===== src/hdl/efr_pkg.sv =====
// Shared types, constants and the CRC-32 byte update for the escaped frame receiver.
// No dependencies; efr_ctrl, efr_dp and the top level import this package.
package efr_pkg;

   localparam int NUM_LINKS    = 2;
   localparam int PAYLOAD_MAX  = 256;
   localparam int HEADER_BYTES = 8;
   localparam int CRC_BYTES    = 4;
   localparam int FRAME_BYTES  = HEADER_BYTES + PAYLOAD_MAX + CRC_BYTES;
   // the link field is one bit wide, so two slots of state cover every code
   localparam int LINK_SLOTS   = 2;
   localparam int STORE_DEPTH  = LINK_SLOTS * FRAME_BYTES;
   localparam int ADDR_W       = $clog2(STORE_DEPTH);
   localparam int FILL_W       = $clog2(FRAME_BYTES + 1);

   localparam logic [7:0] MARK_A   = 8'haa;
   localparam logic [7:0] MARK_B   = 8'h55;
   localparam logic [7:0] ESC_BYTE = 8'ha5;

   // escape tracker phases
   localparam logic [2:0] ESC_NONE    = 3'd0;
   localparam logic [2:0] ESC_MARK    = 3'd1;
   localparam logic [2:0] ESC_PEND    = 3'd2;
   localparam logic [2:0] ESC_DONE    = 3'd3;
   localparam logic [2:0] ESC_PEND2   = 3'd4;

   localparam logic [1:0] KIND_LOCAL = 2'd0;
   localparam logic [1:0] KIND_FWD   = 2'd1;
   localparam logic [1:0] KIND_READ  = 2'd2;

   localparam logic [1:0] CSR_NODE_ADDR     = 2'd0;
   localparam logic [1:0] CSR_RESERVED_ADDR = 2'd1;

   localparam logic [31:0] CRC_INIT = 32'hffffffff;
   localparam logic [31:0] CRC_POLY = 32'hedb88320;

   typedef enum logic [2:0] {
      ST_IDLE,
      ST_DECODE,
      ST_READ,
      ST_CRC,
      ST_FINISH,
      ST_EMIT
   } state_type;

   typedef struct packed {
      logic take;      // capture an input item
      logic step;      // apply a link byte to the decoder
      logic rd_issue;  // start a payload read
      logic rd_done;   // payload read data is back
      logic crc_run;   // one CRC sweep step
      logic fin;       // settle the frame after the sweep
      logic emit;      // load the output register
   } cmd_type;

   typedef struct packed {
      logic mode;
      logic link_ok;
      logic check;     // frame complete, CRC sweep needed
      logic crc_last;  // sweep handles its final byte this cycle
      logic frame_ok;
      logic out_free;
   } status_type;

   // reflected CRC-32, one byte
   function automatic logic [31:0] crc32_byte(input logic [31:0] crc, input logic [7:0] b);
      logic [31:0] c;
      c = crc ^ {24'd0, b};
      for (int i = 0; i < 8; i++) begin
         c = c[0] ? ((c >> 1) ^ CRC_POLY) : (c >> 1);
      end
      return c;
   endfunction

endpackage


===== src/hdl/efr_ram.sv =====
// Generic single-port RAM with registered read data.
// No dependencies.
module efr_ram #(
   parameter int WIDTH = 8,
   parameter int DEPTH = 16
) (
   input  logic                     clock,
   input  logic                     we,
   input  logic [$clog2(DEPTH)-1:0] addr,
   input  logic [WIDTH-1:0]         wdata,
   output logic [WIDTH-1:0]         rdata
);

   logic [WIDTH-1:0] mem_ff [DEPTH];

   always_ff @(posedge clock) begin
      if (we) begin
         mem_ff[addr] <= wdata;
      end
      rdata <= mem_ff[addr];
   end

endmodule


===== src/hdl/efr_ctrl.sv =====
// Controller state machine of the escaped frame receiver.
// Depends on efr_pkg; drives commands to efr_dp and reads its status.
module efr_ctrl import efr_pkg::*; (
   input  logic       clock,
   input  logic       reset,
   input  logic       req_valid,
   output logic       req_stall,
   input  status_type st,
   output cmd_type    cmd
);

   state_type state_ff, state_in;

   // next state
   always_comb begin
      state_in = state_ff;
      case (state_ff)
         ST_IDLE: begin
            if (req_valid) state_in = ST_DECODE;
         end
         ST_DECODE: begin
            if (!st.link_ok) state_in = ST_IDLE;
            else if (st.mode) state_in = ST_READ;
            else if (st.check) state_in = ST_CRC;
            else state_in = ST_IDLE;
         end
         ST_READ:   state_in = ST_EMIT;
         ST_CRC: begin
            if (st.crc_last) state_in = ST_FINISH;
         end
         ST_FINISH: state_in = st.frame_ok ? ST_EMIT : ST_IDLE;
         ST_EMIT: begin
            if (st.out_free) state_in = ST_IDLE;
         end
         default:   state_in = ST_IDLE;
      endcase
   end

   // outputs
   always_comb begin
      cmd       = '0;
      req_stall = 1'b1;
      case (state_ff)
         ST_IDLE: begin
            req_stall = 1'b0;
            cmd.take  = req_valid;
         end
         ST_DECODE: begin
            cmd.step     = st.link_ok && !st.mode;
            cmd.rd_issue = st.link_ok && st.mode;
         end
         ST_READ:   cmd.rd_done = 1'b1;
         ST_CRC:    cmd.crc_run = 1'b1;
         ST_FINISH: cmd.fin     = 1'b1;
         ST_EMIT:   cmd.emit    = st.out_free;
         default:   cmd         = '0;
      endcase
   end

   always_ff @(posedge clock) begin
      if (reset) begin
         state_ff <= ST_IDLE;
      end else begin
         state_ff <= state_in;
      end
   end

endmodule


===== src/hdl/efr_dp.sv =====
// Datapath: per-link decoder state, header registers, CRC sweep and output register.
// Depends on efr_pkg and efr_ram; sequenced by efr_ctrl.
module efr_dp import efr_pkg::*; (
   input  logic        clock,
   input  logic        reset,
   input  cmd_type     cmd,
   output status_type  st,
   input  logic        req_mode,
   input  logic        req_link,
   input  logic [7:0]  req_rx_byte,
   input  logic [7:0]  req_read_index,
   input  logic        rsp_stall,
   output logic        rsp_valid,
   output logic [1:0]  rsp_kind,
   output logic        rsp_link_out,
   output logic [7:0]  rsp_source_id,
   output logic [7:0]  rsp_dest_id,
   output logic [15:0] rsp_msg_id,
   output logic [8:0]  rsp_body_len,
   output logic [7:0]  rsp_read_data,
   output logic [15:0] rsp_error_count,
   input  logic        csr_valid,
   input  logic [1:0]  csr_index,
   input  logic [7:0]  csr_wdata
);

   // configuration
   logic [7:0] node_addr_ff, reserved_addr_ff;

   always_ff @(posedge clock) begin
      if (reset) begin
         node_addr_ff     <= 8'd1;
         reserved_addr_ff <= 8'd0;
      end else if (csr_valid) begin
         case (csr_index)
            CSR_NODE_ADDR:     node_addr_ff     <= csr_wdata;
            CSR_RESERVED_ADDR: reserved_addr_ff <= csr_wdata;
            default: ;
         endcase
      end
   end

   // captured item
   logic       mode_ff, link_ff;
   logic [7:0] byte_ff, index_ff;

   always_ff @(posedge clock) begin
      if (cmd.take) begin
         mode_ff  <= req_mode;
         link_ff  <= req_link;
         byte_ff  <= req_rx_byte;
         index_ff <= req_read_index;
      end
   end

   // per-link state
   logic [FILL_W-1:0] fill_ff  [LINK_SLOTS];
   logic [2:0]        esc_ff   [LINK_SLOTS];
   logic [FILL_W-1:0] flen_ff  [LINK_SLOTS];
   logic [15:0]       tally_ff [LINK_SLOTS];
   logic [7:0]        hdr_ff   [LINK_SLOTS][HEADER_BYTES];

   logic [FILL_W-1:0] f, fw, fw1, f_n, fl, fl_n;
   logic [2:0]        e, ew, e_n;
   logic [15:0]       plen_new;
   logic              wr, chk, err, done, restart;

   assign f       = fill_ff[link_ff];
   assign e       = esc_ff[link_ff];
   assign fl      = flen_ff[link_ff];
   assign restart = (byte_ff == MARK_A);

   // decoder step for one link byte
   always_comb begin
      f_n = f; e_n = e; fl_n = fl;
      fw = f; fw1 = f; ew = e;
      wr = 1'b0; chk = 1'b0; err = 1'b0; done = 1'b0;
      plen_new = {hdr_ff[link_ff][6], hdr_ff[link_ff][7]};
      if (f < FILL_W'(2)) begin
         // hunting for the start mark
         fl_n = '0;
         done = 1'b1;
         if (f == '0) begin
            if (byte_ff == MARK_A) f_n = FILL_W'(1);
         end else if (byte_ff == MARK_B) begin
            f_n = FILL_W'(2);
            e_n = ESC_NONE;
         end else begin
            f_n = '0;
         end
      end else begin
         case (e)
            ESC_NONE: begin
               if (byte_ff == MARK_A) ew = ESC_MARK;
            end
            ESC_MARK: begin
               if (byte_ff == ESC_BYTE) ew = ESC_PEND;
               else if (byte_ff == MARK_A) ew = ESC_MARK;
               else if (byte_ff == MARK_B) begin
                  // start mark inside a frame
                  f_n = FILL_W'(2); e_n = ESC_NONE; fl_n = '0;
                  err = 1'b1; done = 1'b1;
               end else ew = ESC_NONE;
            end
            ESC_PEND, ESC_PEND2: begin
               if (byte_ff == ESC_BYTE) begin
                  ew = ESC_DONE; fw = f - FILL_W'(1);
               end else if (e == ESC_PEND && byte_ff == MARK_B) begin
                  ew = ESC_NONE; fw = f - FILL_W'(1);
               end else begin
                  // broken escape
                  f_n = FILL_W'(restart); fl_n = '0;
                  err = 1'b1; done = 1'b1;
               end
            end
            ESC_DONE: begin
               if (byte_ff == ESC_BYTE) ew = ESC_PEND2;
               else if (byte_ff == MARK_A) ew = ESC_MARK;
               else ew = ESC_NONE;
            end
            default: ew = ESC_NONE;
         endcase
         if (!done) begin
            e_n = ew;
            if (fw >= FILL_W'(FRAME_BYTES)) begin
               f_n = '0; fl_n = '0; done = 1'b1;
            end else begin
               wr  = 1'b1;
               fw1 = fw + FILL_W'(1);
               f_n = fw1;
               plen_new = {(fw == FILL_W'(6)) ? byte_ff : hdr_ff[link_ff][6],
                           (fw == FILL_W'(7)) ? byte_ff : hdr_ff[link_ff][7]};
               if (fl == '0 && ((fw1 >= FILL_W'(HEADER_BYTES) && ew != ESC_PEND &&
                   ew != ESC_PEND2) || fw1 > FILL_W'(HEADER_BYTES))) begin
                  if (plen_new > 16'(PAYLOAD_MAX)) begin
                     f_n = FILL_W'(restart); fl_n = '0;
                     err = 1'b1; done = 1'b1;
                  end else begin
                     fl_n = FILL_W'(HEADER_BYTES + CRC_BYTES) + FILL_W'(plen_new);
                  end
               end
               if (!done && fl_n != '0 && fl_n <= fw1 && ew != ESC_PEND &&
                   ew != ESC_PEND2) begin
                  chk = 1'b1;
               end
            end
         end
      end
   end

   // CRC sweep over the stored frame
   logic [FILL_W-1:0] crc_addr_ff, crc_pos_ff, fl4;
   logic              crc_dv_ff, crc_bad_ff;
   logic [31:0]       crc_ff, crc_fin;
   logic [7:0]        q, sweep_byte, expect_byte;
   logic [1:0]        k;
   logic              frame_ok;

   assign fl4     = fl - FILL_W'(CRC_BYTES);
   assign crc_fin = ~crc_ff;
   assign k       = 2'(crc_pos_ff - fl4);

   always_comb begin
      if (crc_pos_ff == '0) sweep_byte = MARK_A;
      else if (crc_pos_ff == FILL_W'(1)) sweep_byte = MARK_B;
      else sweep_byte = q;
      case (k)
         2'd0:    expect_byte = crc_fin[31:24];
         2'd1:    expect_byte = crc_fin[23:16];
         2'd2:    expect_byte = crc_fin[15:8];
         default: expect_byte = crc_fin[7:0];
      endcase
   end

   always_ff @(posedge clock) begin
      if (cmd.step && chk) begin
         crc_addr_ff <= '0;
         crc_dv_ff   <= 1'b0;
         crc_ff      <= CRC_INIT;
         crc_bad_ff  <= 1'b0;
      end else if (cmd.crc_run) begin
         crc_addr_ff <= crc_addr_ff + FILL_W'(1);
         crc_pos_ff  <= crc_addr_ff;
         crc_dv_ff   <= 1'b1;
         if (crc_dv_ff) begin
            if (crc_pos_ff < fl4) crc_ff <= crc32_byte(crc_ff, sweep_byte);
            else if (sweep_byte != expect_byte) crc_bad_ff <= 1'b1;
         end
      end
   end

   assign frame_ok = !crc_bad_ff && (hdr_ff[link_ff][2] != reserved_addr_ff);

   // store access
   logic [ADDR_W-1:0] base, ram_addr;
   logic [7:0]        rd_val;
   logic [15:0]       plen_cur;
   logic              rd_ok;

   assign base = link_ff ? ADDR_W'(FRAME_BYTES) : '0;

   always_comb begin
      if (cmd.step) ram_addr = base + ADDR_W'(fw);
      else if (cmd.rd_issue) ram_addr = base + ADDR_W'(HEADER_BYTES) + ADDR_W'(index_ff);
      else ram_addr = base + ADDR_W'(crc_addr_ff);
   end

   efr_ram #(.WIDTH(8), .DEPTH(STORE_DEPTH)) u_store (
      .clock (clock),
      .we    (cmd.step && wr),
      .addr  (ram_addr),
      .wdata (byte_ff),
      .rdata (q)
   );

   assign plen_cur = {hdr_ff[link_ff][6], hdr_ff[link_ff][7]};
   assign rd_ok    = ({8'd0, index_ff} < plen_cur) && (32'(index_ff) < PAYLOAD_MAX);
   assign rd_val   = rd_ok ? q : 8'd0;

   // per-link state update
   always_ff @(posedge clock) begin
      if (reset) begin
         for (int i = 0; i < LINK_SLOTS; i++) begin
            fill_ff[i]  <= '0;
            esc_ff[i]   <= ESC_NONE;
            flen_ff[i]  <= '0;
            tally_ff[i] <= '0;
         end
      end else if (cmd.step) begin
         fill_ff[link_ff] <= f_n;
         esc_ff[link_ff]  <= e_n;
         flen_ff[link_ff] <= fl_n;
         if (err) tally_ff[link_ff] <= tally_ff[link_ff] + 16'd1;
      end else if (cmd.fin) begin
         fill_ff[link_ff] <= frame_ok ? '0 : FILL_W'(restart);
         flen_ff[link_ff] <= '0;
         if (crc_bad_ff) tally_ff[link_ff] <= tally_ff[link_ff] + 16'd1;
      end
   end

   // header copy of the stored bytes
   always_ff @(posedge clock) begin
      if (cmd.step && wr && fw < FILL_W'(HEADER_BYTES)) begin
         hdr_ff[link_ff][fw[2:0]] <= byte_ff;
      end
   end

   // pending result
   logic [1:0] kind_ff;
   logic [7:0] rdata_ff;

   always_ff @(posedge clock) begin
      if (cmd.rd_done) begin
         kind_ff  <= KIND_READ;
         rdata_ff <= rd_val;
      end else if (cmd.fin) begin
         kind_ff  <= (hdr_ff[link_ff][3] == node_addr_ff) ? KIND_LOCAL : KIND_FWD;
         rdata_ff <= 8'd0;
      end
   end

   // output register
   logic        rsp_valid_ff;
   logic [1:0]  rsp_kind_ff;
   logic        rsp_link_out_ff;
   logic [7:0]  rsp_source_id_ff, rsp_dest_id_ff;
   logic [15:0] rsp_msg_id_ff;
   logic [8:0]  rsp_body_len_ff;
   logic [7:0]  rsp_read_data_ff;
   logic [15:0] rsp_error_count_ff;

   always_ff @(posedge clock) begin
      if (reset) begin
         rsp_valid_ff <= 1'b0;
      end else if (cmd.emit) begin
         rsp_valid_ff <= 1'b1;
      end else if (!rsp_stall) begin
         rsp_valid_ff <= 1'b0;
      end
   end

   always_ff @(posedge clock) begin
      if (cmd.emit) begin
         rsp_kind_ff        <= kind_ff;
         rsp_link_out_ff    <= link_ff;
         rsp_source_id_ff   <= hdr_ff[link_ff][2];
         rsp_dest_id_ff     <= hdr_ff[link_ff][3];
         rsp_msg_id_ff      <= {hdr_ff[link_ff][4], hdr_ff[link_ff][5]};
         rsp_body_len_ff    <= {hdr_ff[link_ff][6][0], hdr_ff[link_ff][7]};
         rsp_read_data_ff   <= rdata_ff;
         rsp_error_count_ff <= tally_ff[link_ff];
      end
   end

   assign rsp_valid       = rsp_valid_ff;
   assign rsp_kind        = rsp_kind_ff;
   assign rsp_link_out    = rsp_link_out_ff;
   assign rsp_source_id   = rsp_source_id_ff;
   assign rsp_dest_id     = rsp_dest_id_ff;
   assign rsp_msg_id      = rsp_msg_id_ff;
   assign rsp_body_len    = rsp_body_len_ff;
   assign rsp_read_data   = rsp_read_data_ff;
   assign rsp_error_count = rsp_error_count_ff;

   // status
   always_comb begin
      st          = '0;
      st.mode     = mode_ff;
      st.link_ok  = (32'(link_ff) < NUM_LINKS);
      st.check    = chk;
      st.crc_last = crc_dv_ff && (crc_pos_ff == fl - FILL_W'(1));
      st.frame_ok = frame_ok;
      st.out_free = !rsp_valid_ff || !rsp_stall;
   end

endmodule


===== src/hdl/escaped_frame_receiver_crc32.sv =====
// Escaped frame receiver with CRC-32 check: top level.
// Depends on efr_pkg, efr_ctrl, efr_dp (which holds the efr_ram frame store).
//
// Usage:
//   req_* carries one item: a raw link byte (mode 0) or a payload read (mode 1).
//   An item is taken when req_valid is high and req_stall low. rsp_* carries
//   results with the same valid/stall rule; csr_* writes the node address
//   (index 0) and the reserved source address (index 1), always ready.
//   A link byte that completes no frame is only decoded. A payload read is
//   decoded, read and loaded into the output register, and the next item
//   is taken after that. The byte that ends a frame starts a CRC sweep over
//   the stored frame, one byte per cycle from the single-port store, over
//   the whole frame (8 + len + 4 bytes), then the frame is decided and its
//   result is loaded into the output register if the frame passes.
//   One item is in work at a time; a finished result sits in the output
//   register while the next item is accepted. If rsp_stall is held, a second
//   result waits inside and req_stall stays high until the register frees.
//   Reset clears all link state and error counts; the frame store is not
//   cleared, and reading a payload before any frame was stored is undefined.
module escaped_frame_receiver_crc32 import efr_pkg::*; (
   input  logic        clock,
   input  logic        reset,
   input  logic        req_valid,
   output logic        req_stall,
   input  logic        req_mode,
   input  logic        req_link,
   input  logic [7:0]  req_rx_byte,
   input  logic [7:0]  req_read_index,
   output logic        rsp_valid,
   input  logic        rsp_stall,
   output logic [1:0]  rsp_kind,
   output logic        rsp_link_out,
   output logic [7:0]  rsp_source_id,
   output logic [7:0]  rsp_dest_id,
   output logic [15:0] rsp_msg_id,
   output logic [8:0]  rsp_body_len,
   output logic [7:0]  rsp_read_data,
   output logic [15:0] rsp_error_count,
   input  logic        csr_valid,
   output logic        csr_ready,
   input  logic [1:0]  csr_index,
   input  logic [7:0]  csr_wdata
);

   cmd_type    cmd;
   status_type st;

   assign csr_ready = 1'b1;

   efr_ctrl u_ctrl (
      .clock     (clock),
      .reset     (reset),
      .req_valid (req_valid),
      .req_stall (req_stall),
      .st        (st),
      .cmd       (cmd)
   );

   efr_dp u_dp (
      .clock           (clock),
      .reset           (reset),
      .cmd             (cmd),
      .st              (st),
      .req_mode        (req_mode),
      .req_link        (req_link),
      .req_rx_byte     (req_rx_byte),
      .req_read_index  (req_read_index),
      .rsp_stall       (rsp_stall),
      .rsp_valid       (rsp_valid),
      .rsp_kind        (rsp_kind),
      .rsp_link_out    (rsp_link_out),
      .rsp_source_id   (rsp_source_id),
      .rsp_dest_id     (rsp_dest_id),
      .rsp_msg_id      (rsp_msg_id),
      .rsp_body_len    (rsp_body_len),
      .rsp_read_data   (rsp_read_data),
      .rsp_error_count (rsp_error_count),
      .csr_valid       (csr_valid && csr_ready),
      .csr_index       (csr_index),
      .csr_wdata       (csr_wdata)
   );

   // a result is only loaded when the output register can take it
   assert property (@(posedge clock) disable iff (reset) cmd.emit |-> st.out_free)
      else $error("result loaded over a waiting result");

   // the last sweep byte is always followed by the frame decision
   assert property (@(posedge clock) disable iff (reset)
      (cmd.crc_run && st.crc_last) |=> cmd.fin)
      else $error("CRC sweep ended without a frame decision");

   // no new item while a read or sweep is in work
   assert property (@(posedge clock) disable iff (reset)
      (cmd.crc_run || cmd.rd_done || cmd.fin) |-> req_stall)
      else $error("input taken during frame work");

   // read results carry data only from mode 1
   assert property (@(posedge clock) disable iff (reset)
      (rsp_valid && rsp_kind != KIND_READ) |-> rsp_read_data == 8'd0)
      else $error("frame result carries read data");

endmodule

===== config.mk =====
export PLATFORM = sky130hd
export DESIGN_NAME = escaped_frame_receiver_crc32
export DESIGN_NICKNAME = d
export VERILOG_FILES = /design/src/hdl/efr_pkg.sv /design/src/hdl/efr_ram.sv /design/src/hdl/efr_ctrl.sv /design/src/hdl/efr_dp.sv /design/src/hdl/escaped_frame_receiver_crc32.sv
export SDC_FILE = /design/constraint.sdc
export NUM_CORES = 2
export LEC_CHECK = 0
export BUFFER_PORTS_ARGS = -buffer_cell sky130_fd_sc_hd__buf_2
export CAP_MARGIN = 30
export CORE_MARGIN = 10
export CORE_UTILIZATION = 25
export DETAILED_ROUTE_END_ITERATION = 8
export PLACE_DENSITY_LB_ADDON = 0.25
export SYNTH_ARGS = -nofsm -noshare
export SYNTH_HDL_FRONTEND = slang
export SYNTH_MEMORY_MAX_BITS = 65536
export SYNTH_SLANG_ARGS = --single-unit

===== constraint.sdc =====
create_clock -name clock -period 26.2 [get_ports clock]
set_input_delay 2.62 -clock clock [delete_from_list [all_inputs] [get_ports clock]]
set_output_delay 2.62 -clock clock [all_outputs]
set_load 0.01 [all_outputs]

---- Word level (Yosys, flattened, before mapping) ----
Memory sizes are Yosys's and may differ from the RTL's. A register that Yosys moved wholly into a read port is not among the register bits.
Cells that the tools add are included.
W data, S select, Z words.
storage, ports and cells
  input bits .............................. 33
  logic and storage cells ................. 292
  flip-flop bits (word level) ............. 168
  memories kept ........................... 6
  memory bits (writable) .................. 4,490
  output and inout bits ................... 71
cells by class
  bitwise gates (word level) .............. 16
  $add $sub $neg .......................... 12
  multiplexer cells ....................... 155
  reductions and logical operators ........ 41
  equal/unequal tests ..................... 28
  order comparisons ....................... 11
memories
  memory               words  bits a word  read ports  clocked after memory_dff  wr ports  line           RTL
  u_dp.u_store.mem_ff  536    8            1           1                         1         efr_ram.sv:14  logic [WIDTH-1:0] mem_ff [DEPTH];
  u_dp.hdr_ff          2      64           1           1                         1         efr_dp.sv:61   logic [7:0] hdr_ff [LINK_SLOTS][HEADER_BYTES];
  u_dp.tally_ff        2      16           1           1                         2         efr_dp.sv:60   logic [15:0] tally_ff [LINK_SLOTS];
  u_dp.fill_ff         2      9            1           1                         2         efr_dp.sv:57   logic [FILL_W-1:0] fill_ff [LINK_SLOTS];
  u_dp.flen_ff         2      9            1           1                         2         efr_dp.sv:59   logic [FILL_W-1:0] flen_ff [LINK_SLOTS];
  u_dp.esc_ff          2      3            1           1                         2         efr_dp.sv:58   logic [2:0] esc_ff [LINK_SLOTS];
operators by type and width
  cell                     number
  $mux W9                  35
  $mux W32                 8
  $not A13 Y14             8
  $mux W1                  68
  $mux W64                 1
  $mux W8                  8
  $mux W3                  21
  $pmux W9 S2              2
  $mux W16                 2
  $not A32 Y32             1
  $xor A32 B8 Y32          1
  $logic_not A9 Y1         3
  $demux W8 S3             1
  $pmux W8 S3              1
  $add A10 B9 Y10          2
  $mux W10                 2
  $add A9 B1 Y9 const B    2
  $eq A9 B3 Y1 const B     2
  $pmux W3 S6              1
  $reduce_or A9 Y1         2
  $sub A9 B1 Y9 const B    2
  $add A16 B1 Y16 const B  1
  $eq A8 B8 Y1 const B     2
  $gt A16 B9 Y1 const B    1
  other kinds (48)         86

---- Depth between registers and ports, before layout ----
  depth after elaboration ................. 28
  depth in mapped cells ................... 33
  mapped depth without buffers ............ 27

---- Cells and area by module ----
A second synthesis with hierarchy kept.
second synthesis, totals
  cells, all modules ...................... 9,688
  area total of the unflattened synthesis .. 183,385.9 um^2
by module, submodules not included
  module                        cells each  sequential area each (um^2)  times used  area each (um^2)
  efr_ram                       8,186       128,923.6                    1           165,501.2
  efr_dp                        1,462       9,459.1                      1           17,584.4
  efr_ctrl                      38          60.1                         1           289.0
  escaped_frame_receiver_crc32  2           0.0                          1           11.3

---- Least setup slack after synthesis ----
Ideal clock, no wire load.
  path type ............................... reg2reg
  start point ............................. register u_dp.byte_ff[7]
  end point ............................... register u_ctrl.state_ff[1]
  path slack .............................. 12,691 ps
  data required time ...................... 26,122 ps
  cell stages (with the launch flop) ...... 27
  path buffers ............................ 2
  arrival time ............................ 13,431 ps
  setup time .............................. 78 ps
  clock period less this slack ............ 13,509 ps
  path through ............................ edfxtp_1 -> and4bb_2 -> and3_1 -> o21ai_2 -> a21boi_0 -> ha_1 -> nand3_1 -> buf_4 -> mux2i_1 -> ha_1 -> nor2_1 -> nand3_1 -> o21ai_0 -> xor2_1 -> nor2_1 -> a21oi_1 -> inv_1 -> ha_1 -> nand4_1 -> nor3_1 -> a2111oi_0 -> a21oi_1 -> nor4_1 -> o211a_1 -> clkbuf_1 -> a211oi_2 -> nor3_1
between the ends
  word-level cells in the longest chain between the ends .. 28
  elaborated cells between the ends (all ways) .. 71
  classes of those cells .................. 2 x add/sub; 5 x order compare; 7 x eq/ne; 46 x mux; 11 x reduce/logical
ends and longest elaborated chain
  item                                                                    line            RTL
  from (decl)                                                             efr_dp.sv:45    logic [7:0] byte_ff, index_ff;
  from (signal assigned)                                                  efr_dp.sv:51    byte_ff <= req_rx_byte;
  parallel branches: the longest is 23 deep, another holds $add A9 B1 Y9  --
  $mux W1 (*)                                                             efr_dp.sv:123   if (!done) begin
  $mux W1 (*)                                                             efr_dp.sv:79    if (f < FILL_W'(2)) begin
  $mux W2 (*)                                                             efr_ctrl.sv:24  else if (st.check) state_in = ST_CRC;
  $mux W3 (*)                                                             efr_ctrl.sv:23  else if (st.mode) state_in = ST_READ;
  $pmux W3 S6 (*)                                                         efr_ctrl.sv:17  case (state_ff)
  to (signal assigned)                                                    efr_ctrl.sv:64  state_ff <= state_in;
  to (decl)                                                               efr_ctrl.sv:12  state_type state_ff, state_in;
Every way passes the cells marked *. The select of a mux whose other input is x is not followed.
A chain may end at the register's enable or synchronous reset.

---- Worst setup path after layout ----
  start point ............................. register u_dp.byte_ff[4]
  end point ............................... register u_dp.u_store.rdata[6], read port of u_dp.u_store.mem_ff
between the ends
  word-level cells in the longest chain between the ends .. 9
  elaborated cells between the ends (all ways) .. 10
  classes of those cells .................. 1 x add/sub; 2 x eq/ne; 6 x mux; 1 x reduce/logical
ends and longest elaborated chain
  item                       line           RTL
  $eq A8 B7 Y1               efr_dp.sv:108  end else if (e == ESC_PEND && byte_ff == MARK_B) begin
  $logic_and A1 B1 Y1        efr_dp.sv:108
  $mux W9                    efr_dp.sv:108
  $mux W9 (*)                efr_dp.sv:106  if (byte_ff == ESC_BYTE) begin
  $mux W9 (*)                efr_dp.sv:92   case (e)
  $mux W9 (*) (2 in series)  efr_dp.sv:79
  $add A10 B9 Y10 (*)        efr_dp.sv:203  if (cmd.step) ram_addr = base + ADDR_W'(fw);
  $mux W10 (*)               efr_dp.sv:203
  to (decl)                  efr_ram.sv:11  output logic [WIDTH-1:0] rdata
Every way passes the cells marked *; elsewhere a longest branch is shown, timed or not. The select of a mux whose other input is x is not followed.

==> results.py <==
metrics = {
    "timing": {
        "fmax_mhz": 107,
        "final_max_slew_viol_count": 0,
        "period_share": 0.358,
        "worst_pin_slew_ns": 1.19,
        "period_needed_ns": 9.37,
        "rsz0062_at_grt": "no",
        "fin_tns_setup_ns": 0,
        "fin_skew_ns": 0.0546,
        "finalWorstSetupSlack_ns": 16.83,
        "hold_viol": 0,
        "setup_viol": 0,
        "slew_headroom": 0.209,
    },
    "synth": {
        "ys_types": 103,
        "synth-xor-area-share": 0.00827,
        "postSynth.asyncResetShare": 0,
        "synth_top_family_by_area": "simple AND/OR/NAND/NOR gates",
        "synth_seq_area_share": 0.735,
        "synth_cells": 14212,
        "synth_mux_area_frac": 0.0118,
        "synthSimpleGateAreaFrac": 0.146,
        "ys.flop_type": "edfxtp_1",
        "synth_fa_ha_area_frac": 0.00331,
        "synth_edf_count": 4561,
        "syn_area_um2": 188000,
        "synth_compound_area_frac": 0.0696,
        "synth_nets": 14293,
        "ys_ff_latch": 4635,
        "yosys_warnings": 0,
        "syn_avg_cell_area_um2": 13.3,
    },
    "clock_network": {
        "numCtsBuffers": 530,
        "clockBufferDepth": 4,
        "post_cts_buffers": 0,
        "clock_latency_ns": 1.09,
        "cts_tree": "done",
        "cts.sinks": 4635,
        "htreeDepth": 6,
        "cts_hold_buf": 0,
        "path_clk_slew_ns": 0.06,
        "clock-root-buffer": "clkbuf_16",
        "cts_resized": 0,
    },
    "power": {
        "leakage_nw": 70.8,
        "comb_power_share": 0.318,
        "power_density_nw_per_um2": 105,
        "p_switching_mw": 8.67,
        "switching_share": 0.379,
        "intPower_mw": 14.2,
        "clkPwrFrac": 0.310,
        "pwr-share-seq": 0.372,
        "irDropWorstVdd_v": 0.0000775,
    },
    "setup_path": {
        "r2r_slack_ns": 16.83,
        "rr_worst_depth": 25,
        "cp_slowest_cell": "buf_4",
        "crit_fanout": 69,
        "critical_path_class": "register to register",
        "critPathMaxStageDelay_ns": 0.81,
        "crit_top_cell": "buf_4",
        "reg2reg_to": "u_dp.u_store.rdata[6]",
        "critPathRequiredTime_ns": 27.17,
        "timing.rr.start": "u_dp.byte_ff[4]",
        "arrival_ns": 10.34,
        "endpoint_kind": "register",
        "startpoint_type": "register",
    },
    "hold_path": {
        "hold_class": "register to register",
        "hold_path_end": "u_dp.rsp_read_data[4]",
        "hold_depth": 0,
        "min_from": "u_dp.rdata_ff[4]",
    },
    "global_routing": {
        "antenna_found_initial": 48,
        "grt_pass1_wl_mm": 924,
        "grt_usage": 0.159,
        "gr-total-overflow": 0,
        "grt_pass1_vias": 114942,
        "grt_max_degree": 145,
    },
    "floorplanning": {
        "initial_utilization": 0.251,
        "die-area_um2": 788000,
        "die-width_um": 888,
        "io_pins": 104,
        "rows": 318,
        "die_y_um": 888,
        "coreArea_um2": 750000,
    },
    "cells_and_area": {
        "fin_nets": 14298,
        "final_cells": 24569,
        "area_growth_pct": 15.2,
        "drive_above_1_share": 0.0988,
    },
    "routing": {
        "drt_iter0_drc": 13905,
        "route.detailed.drc": 0,
        "postRouteWirelength_mm": 660,
        "antenna_left": 0,
        "via_count": 121670,
        "vias_per_cell": 4.95,
        "drt_pre_antenna_iters": 6,
        "routedWlPerCell_um": 26.9,
    },
    "place": {
        "post-place-ws_ns": 16.99,
        "dp.cells": 23596,
        "post-dp-hpwl_mm": 388,
        "gp_congestion": 0.811,
        "port_buffers": 102,
    },
    "job": {
        "cap_violations": 0,
    },
    "outcome": {
        "status": "completed",
    },
}
-- cells in the final DEF (no fill, tap or decap), types with 16 or more instances in the layout --
cell type  count
nor4_1        21
dfxtp_1       73
edfxtp_1    4561
nor2_1       615
a21oi_1      153
a211oi_1     387
inv_6         17
a32oi_1      371
and3_1       535
a32o_1        16
bufinv_16     18
nor2_2       112
buf_2        104
clkinv_2      53
o21ai_0       95
diode_2       26
nand3_1     1122
nand4_1       94
inv_1         44
nand2_1     3597
mux2i_1      130
and2_1        20
a41oi_1       30
clkbuf_1     147
nor3_1        31
o211ai_1      38
buf_12        40
clkinv_1     118
nand2_4       33
a311oi_1      24
buf_4        307
ha_1          45
a221oi_1      45
xor2_1        65
clkbuf_16    531
xnor2_1      111
mux2_2        57
a31oi_1      535
-- critical path: cells and delay by family, from the launching register on --
family / cells / cell delay [ns]
AOI/OAI and AO/OA: 7 / 2.04
xor gates and xnor gates: 1 / 0.14
adders and majority gates: 2 / 0.71
buffers and inverters: 6 / 3.06
DFF: 1 / 0.73
and+or+nand+nor: 9 / 2.34
-- power groups by stage --
stage	clock network (mW)	registers, mW	logic (mW)
floorplan	0	8.87	4.09
CTS	7.21	8.50	7.26
global route	7.50	8.50	7.71
finish	7.09	8.50	7.26
detailed placement	0	8.66	7.24
global placement	0	8.66	7.24
-- worst max-delay path by stage --
| stage | from | endpoint | slack [ns] | depth (start not counted) |
|---|---|---|---|---|
| floorplan | u_dp.byte_ff[7] | u_ctrl.state_ff[1] | 12.69 | 26 |
| global placement | u_dp.byte_ff[4] | u_dp.u_store.rdata[1] | 16.06 | 22 |
| detailed placement | u_dp.byte_ff[4] | u_dp.u_store.rdata[3] | 16.99 | 20 |
| CTS | u_dp.byte_ff[4] | u_dp.u_store.rdata[6] | 16.90 | 25 |
| global route | u_dp.byte_ff[4] | u_ctrl.state_ff[0] | 16.08 | 26 |
| finish | u_dp.byte_ff[4] | u_dp.u_store.rdata[6] | 16.83 | 25 |
-- metrics by stage --
step / power (mW) / instance area [um^2] / hold WS, ns / utilization
floorplan: 13.0 / 188000 / 0.400 / -
global placement: 15.9 / 200000 / 0.407 / 0.266
detailed placement: 15.9 / 200000 / 0.411 / 0.267
CTS: 23.0 / 217000 / 0.413 / 0.289
global route: 23.7 / 217000 / 0.437 / 0.289
finish: 22.9 / 217000 / 0.415 / 0.289
-- metal layers --
layer	vias up	GRT usage	wire, um
met5	-	0	13
met4	2	0.0459	19400
met3	856	0.0213	44200
met2	4692	0.251	303000
met1	62994	0.228	294000
li1	53126	-	-
-- cells in the mapped netlist (all sizes together) (7+ instances only) --
| cell type | number | area share |
|---|---|---|
| a21oi | 158 | 0.0043 |
| nand2b | 15 | 0.00050 |
| o211ai | 41 | 0.0018 |
| a41oi | 30 | 0.0014 |
| inv | 44 | 0.00088 |
| a221oi | 45 | 0.0021 |
| xnor2 | 112 | 0.0052 |
| nor3 | 38 | 0.0012 |
| o31ai | 7 | 0.00033 |
| or3 | 7 | 0.00023 |
| o2111ai | 10 | 0.00047 |
| mux2 | 58 | 0.0035 |
| dfxtp | 74 | 0.0079 |
| a211oi | 390 | 0.016 |
| edfxtp | 4561 | 0.73 |
| nor2b | 11 | 0.00037 |
| clkbuf | 306 | 0.0061 |
| and4 | 7 | 0.00033 |
| a32o | 16 | 0.00085 |
| nor2 | 736 | 0.016 |
| mux2i | 135 | 0.0073 |
| nor3b | 11 | 0.00044 |
| mux4 | 8 | 0.00096 |
| o22a | 8 | 0.00037 |
| o22ai | 8 | 0.00027 |
| buf | 697 | 0.019 |
| o21a | 7 | 0.00028 |
| and3 | 535 | 0.018 |
| ha | 45 | 0.0030 |
| nand3 | 1128 | 0.030 |
| o21ai | 111 | 0.0030 |
| nor4 | 25 | 0.00093 |
| a21o | 10 | 0.00040 |
| a311oi | 24 | 0.0011 |
| a31oi | 536 | 0.018 |
| xor2 | 65 | 0.0030 |
| nand4 | 94 | 0.0031 |
| and2 | 22 | 0.00074 |
| nand2 | 3637 | 0.073 |
| a32oi | 371 | 0.017 |
-- layout make-up --
class,count,area (um^2)
Timing Repair Buffer,476,4150
Sequential cell,4635,138000
Clock buffer,684,13900
Clock inverter,254,2360
Tap cell,9920,12400
Multi-Input combinational cell,8529,45400
Inverter,45,169
Antenna cell,26,65.1
Fill cell,75876,533000
-- kinds of logic (layout without fill, tap and decap cells) --
group | after synthesis | count (layout)
flip-flops | 4635 | 4635
XOR/XNOR | 177 | 177
other | 1 | 27
AND/OR/NAND/NOR | 6285 | 6285
AO/OA/AOI/OAI | 1817 | 1817
multiplexers | 201 | 201
buffers and inverters | 1048 | 1459
adder cells (fa/ha/maj) | 48 | 48
-- flip-flops by register name, indices dropped and copies added (netlist names), 3 cells and up, named ones only --
name,flops
u_dp.u_store.mem_ff,4288
u_dp.hdr_ff,96
u_dp.crc_ff,32
u_dp.tally_ff,32
u_dp.fill_ff,18
u_dp.flen_ff,18
u_dp.rsp_error_count,16
u_dp.rsp_msg_id,16
u_dp.crc_addr_ff,9
u_dp.crc_pos_ff,9
u_dp.rsp_body_len,9
u_dp.byte_ff,8
u_dp.index_ff,8
u_dp.node_addr_ff,8
u_dp.rdata_ff,8
u_dp.reserved_addr_ff,8
u_dp.rsp_dest_id,8
u_dp.rsp_read_data,8
u_dp.rsp_source_id,8
u_dp.u_store.rdata,8
u_dp.esc_ff,6
u_ctrl.state_ff,3
(Power assumes the default switching activity.)
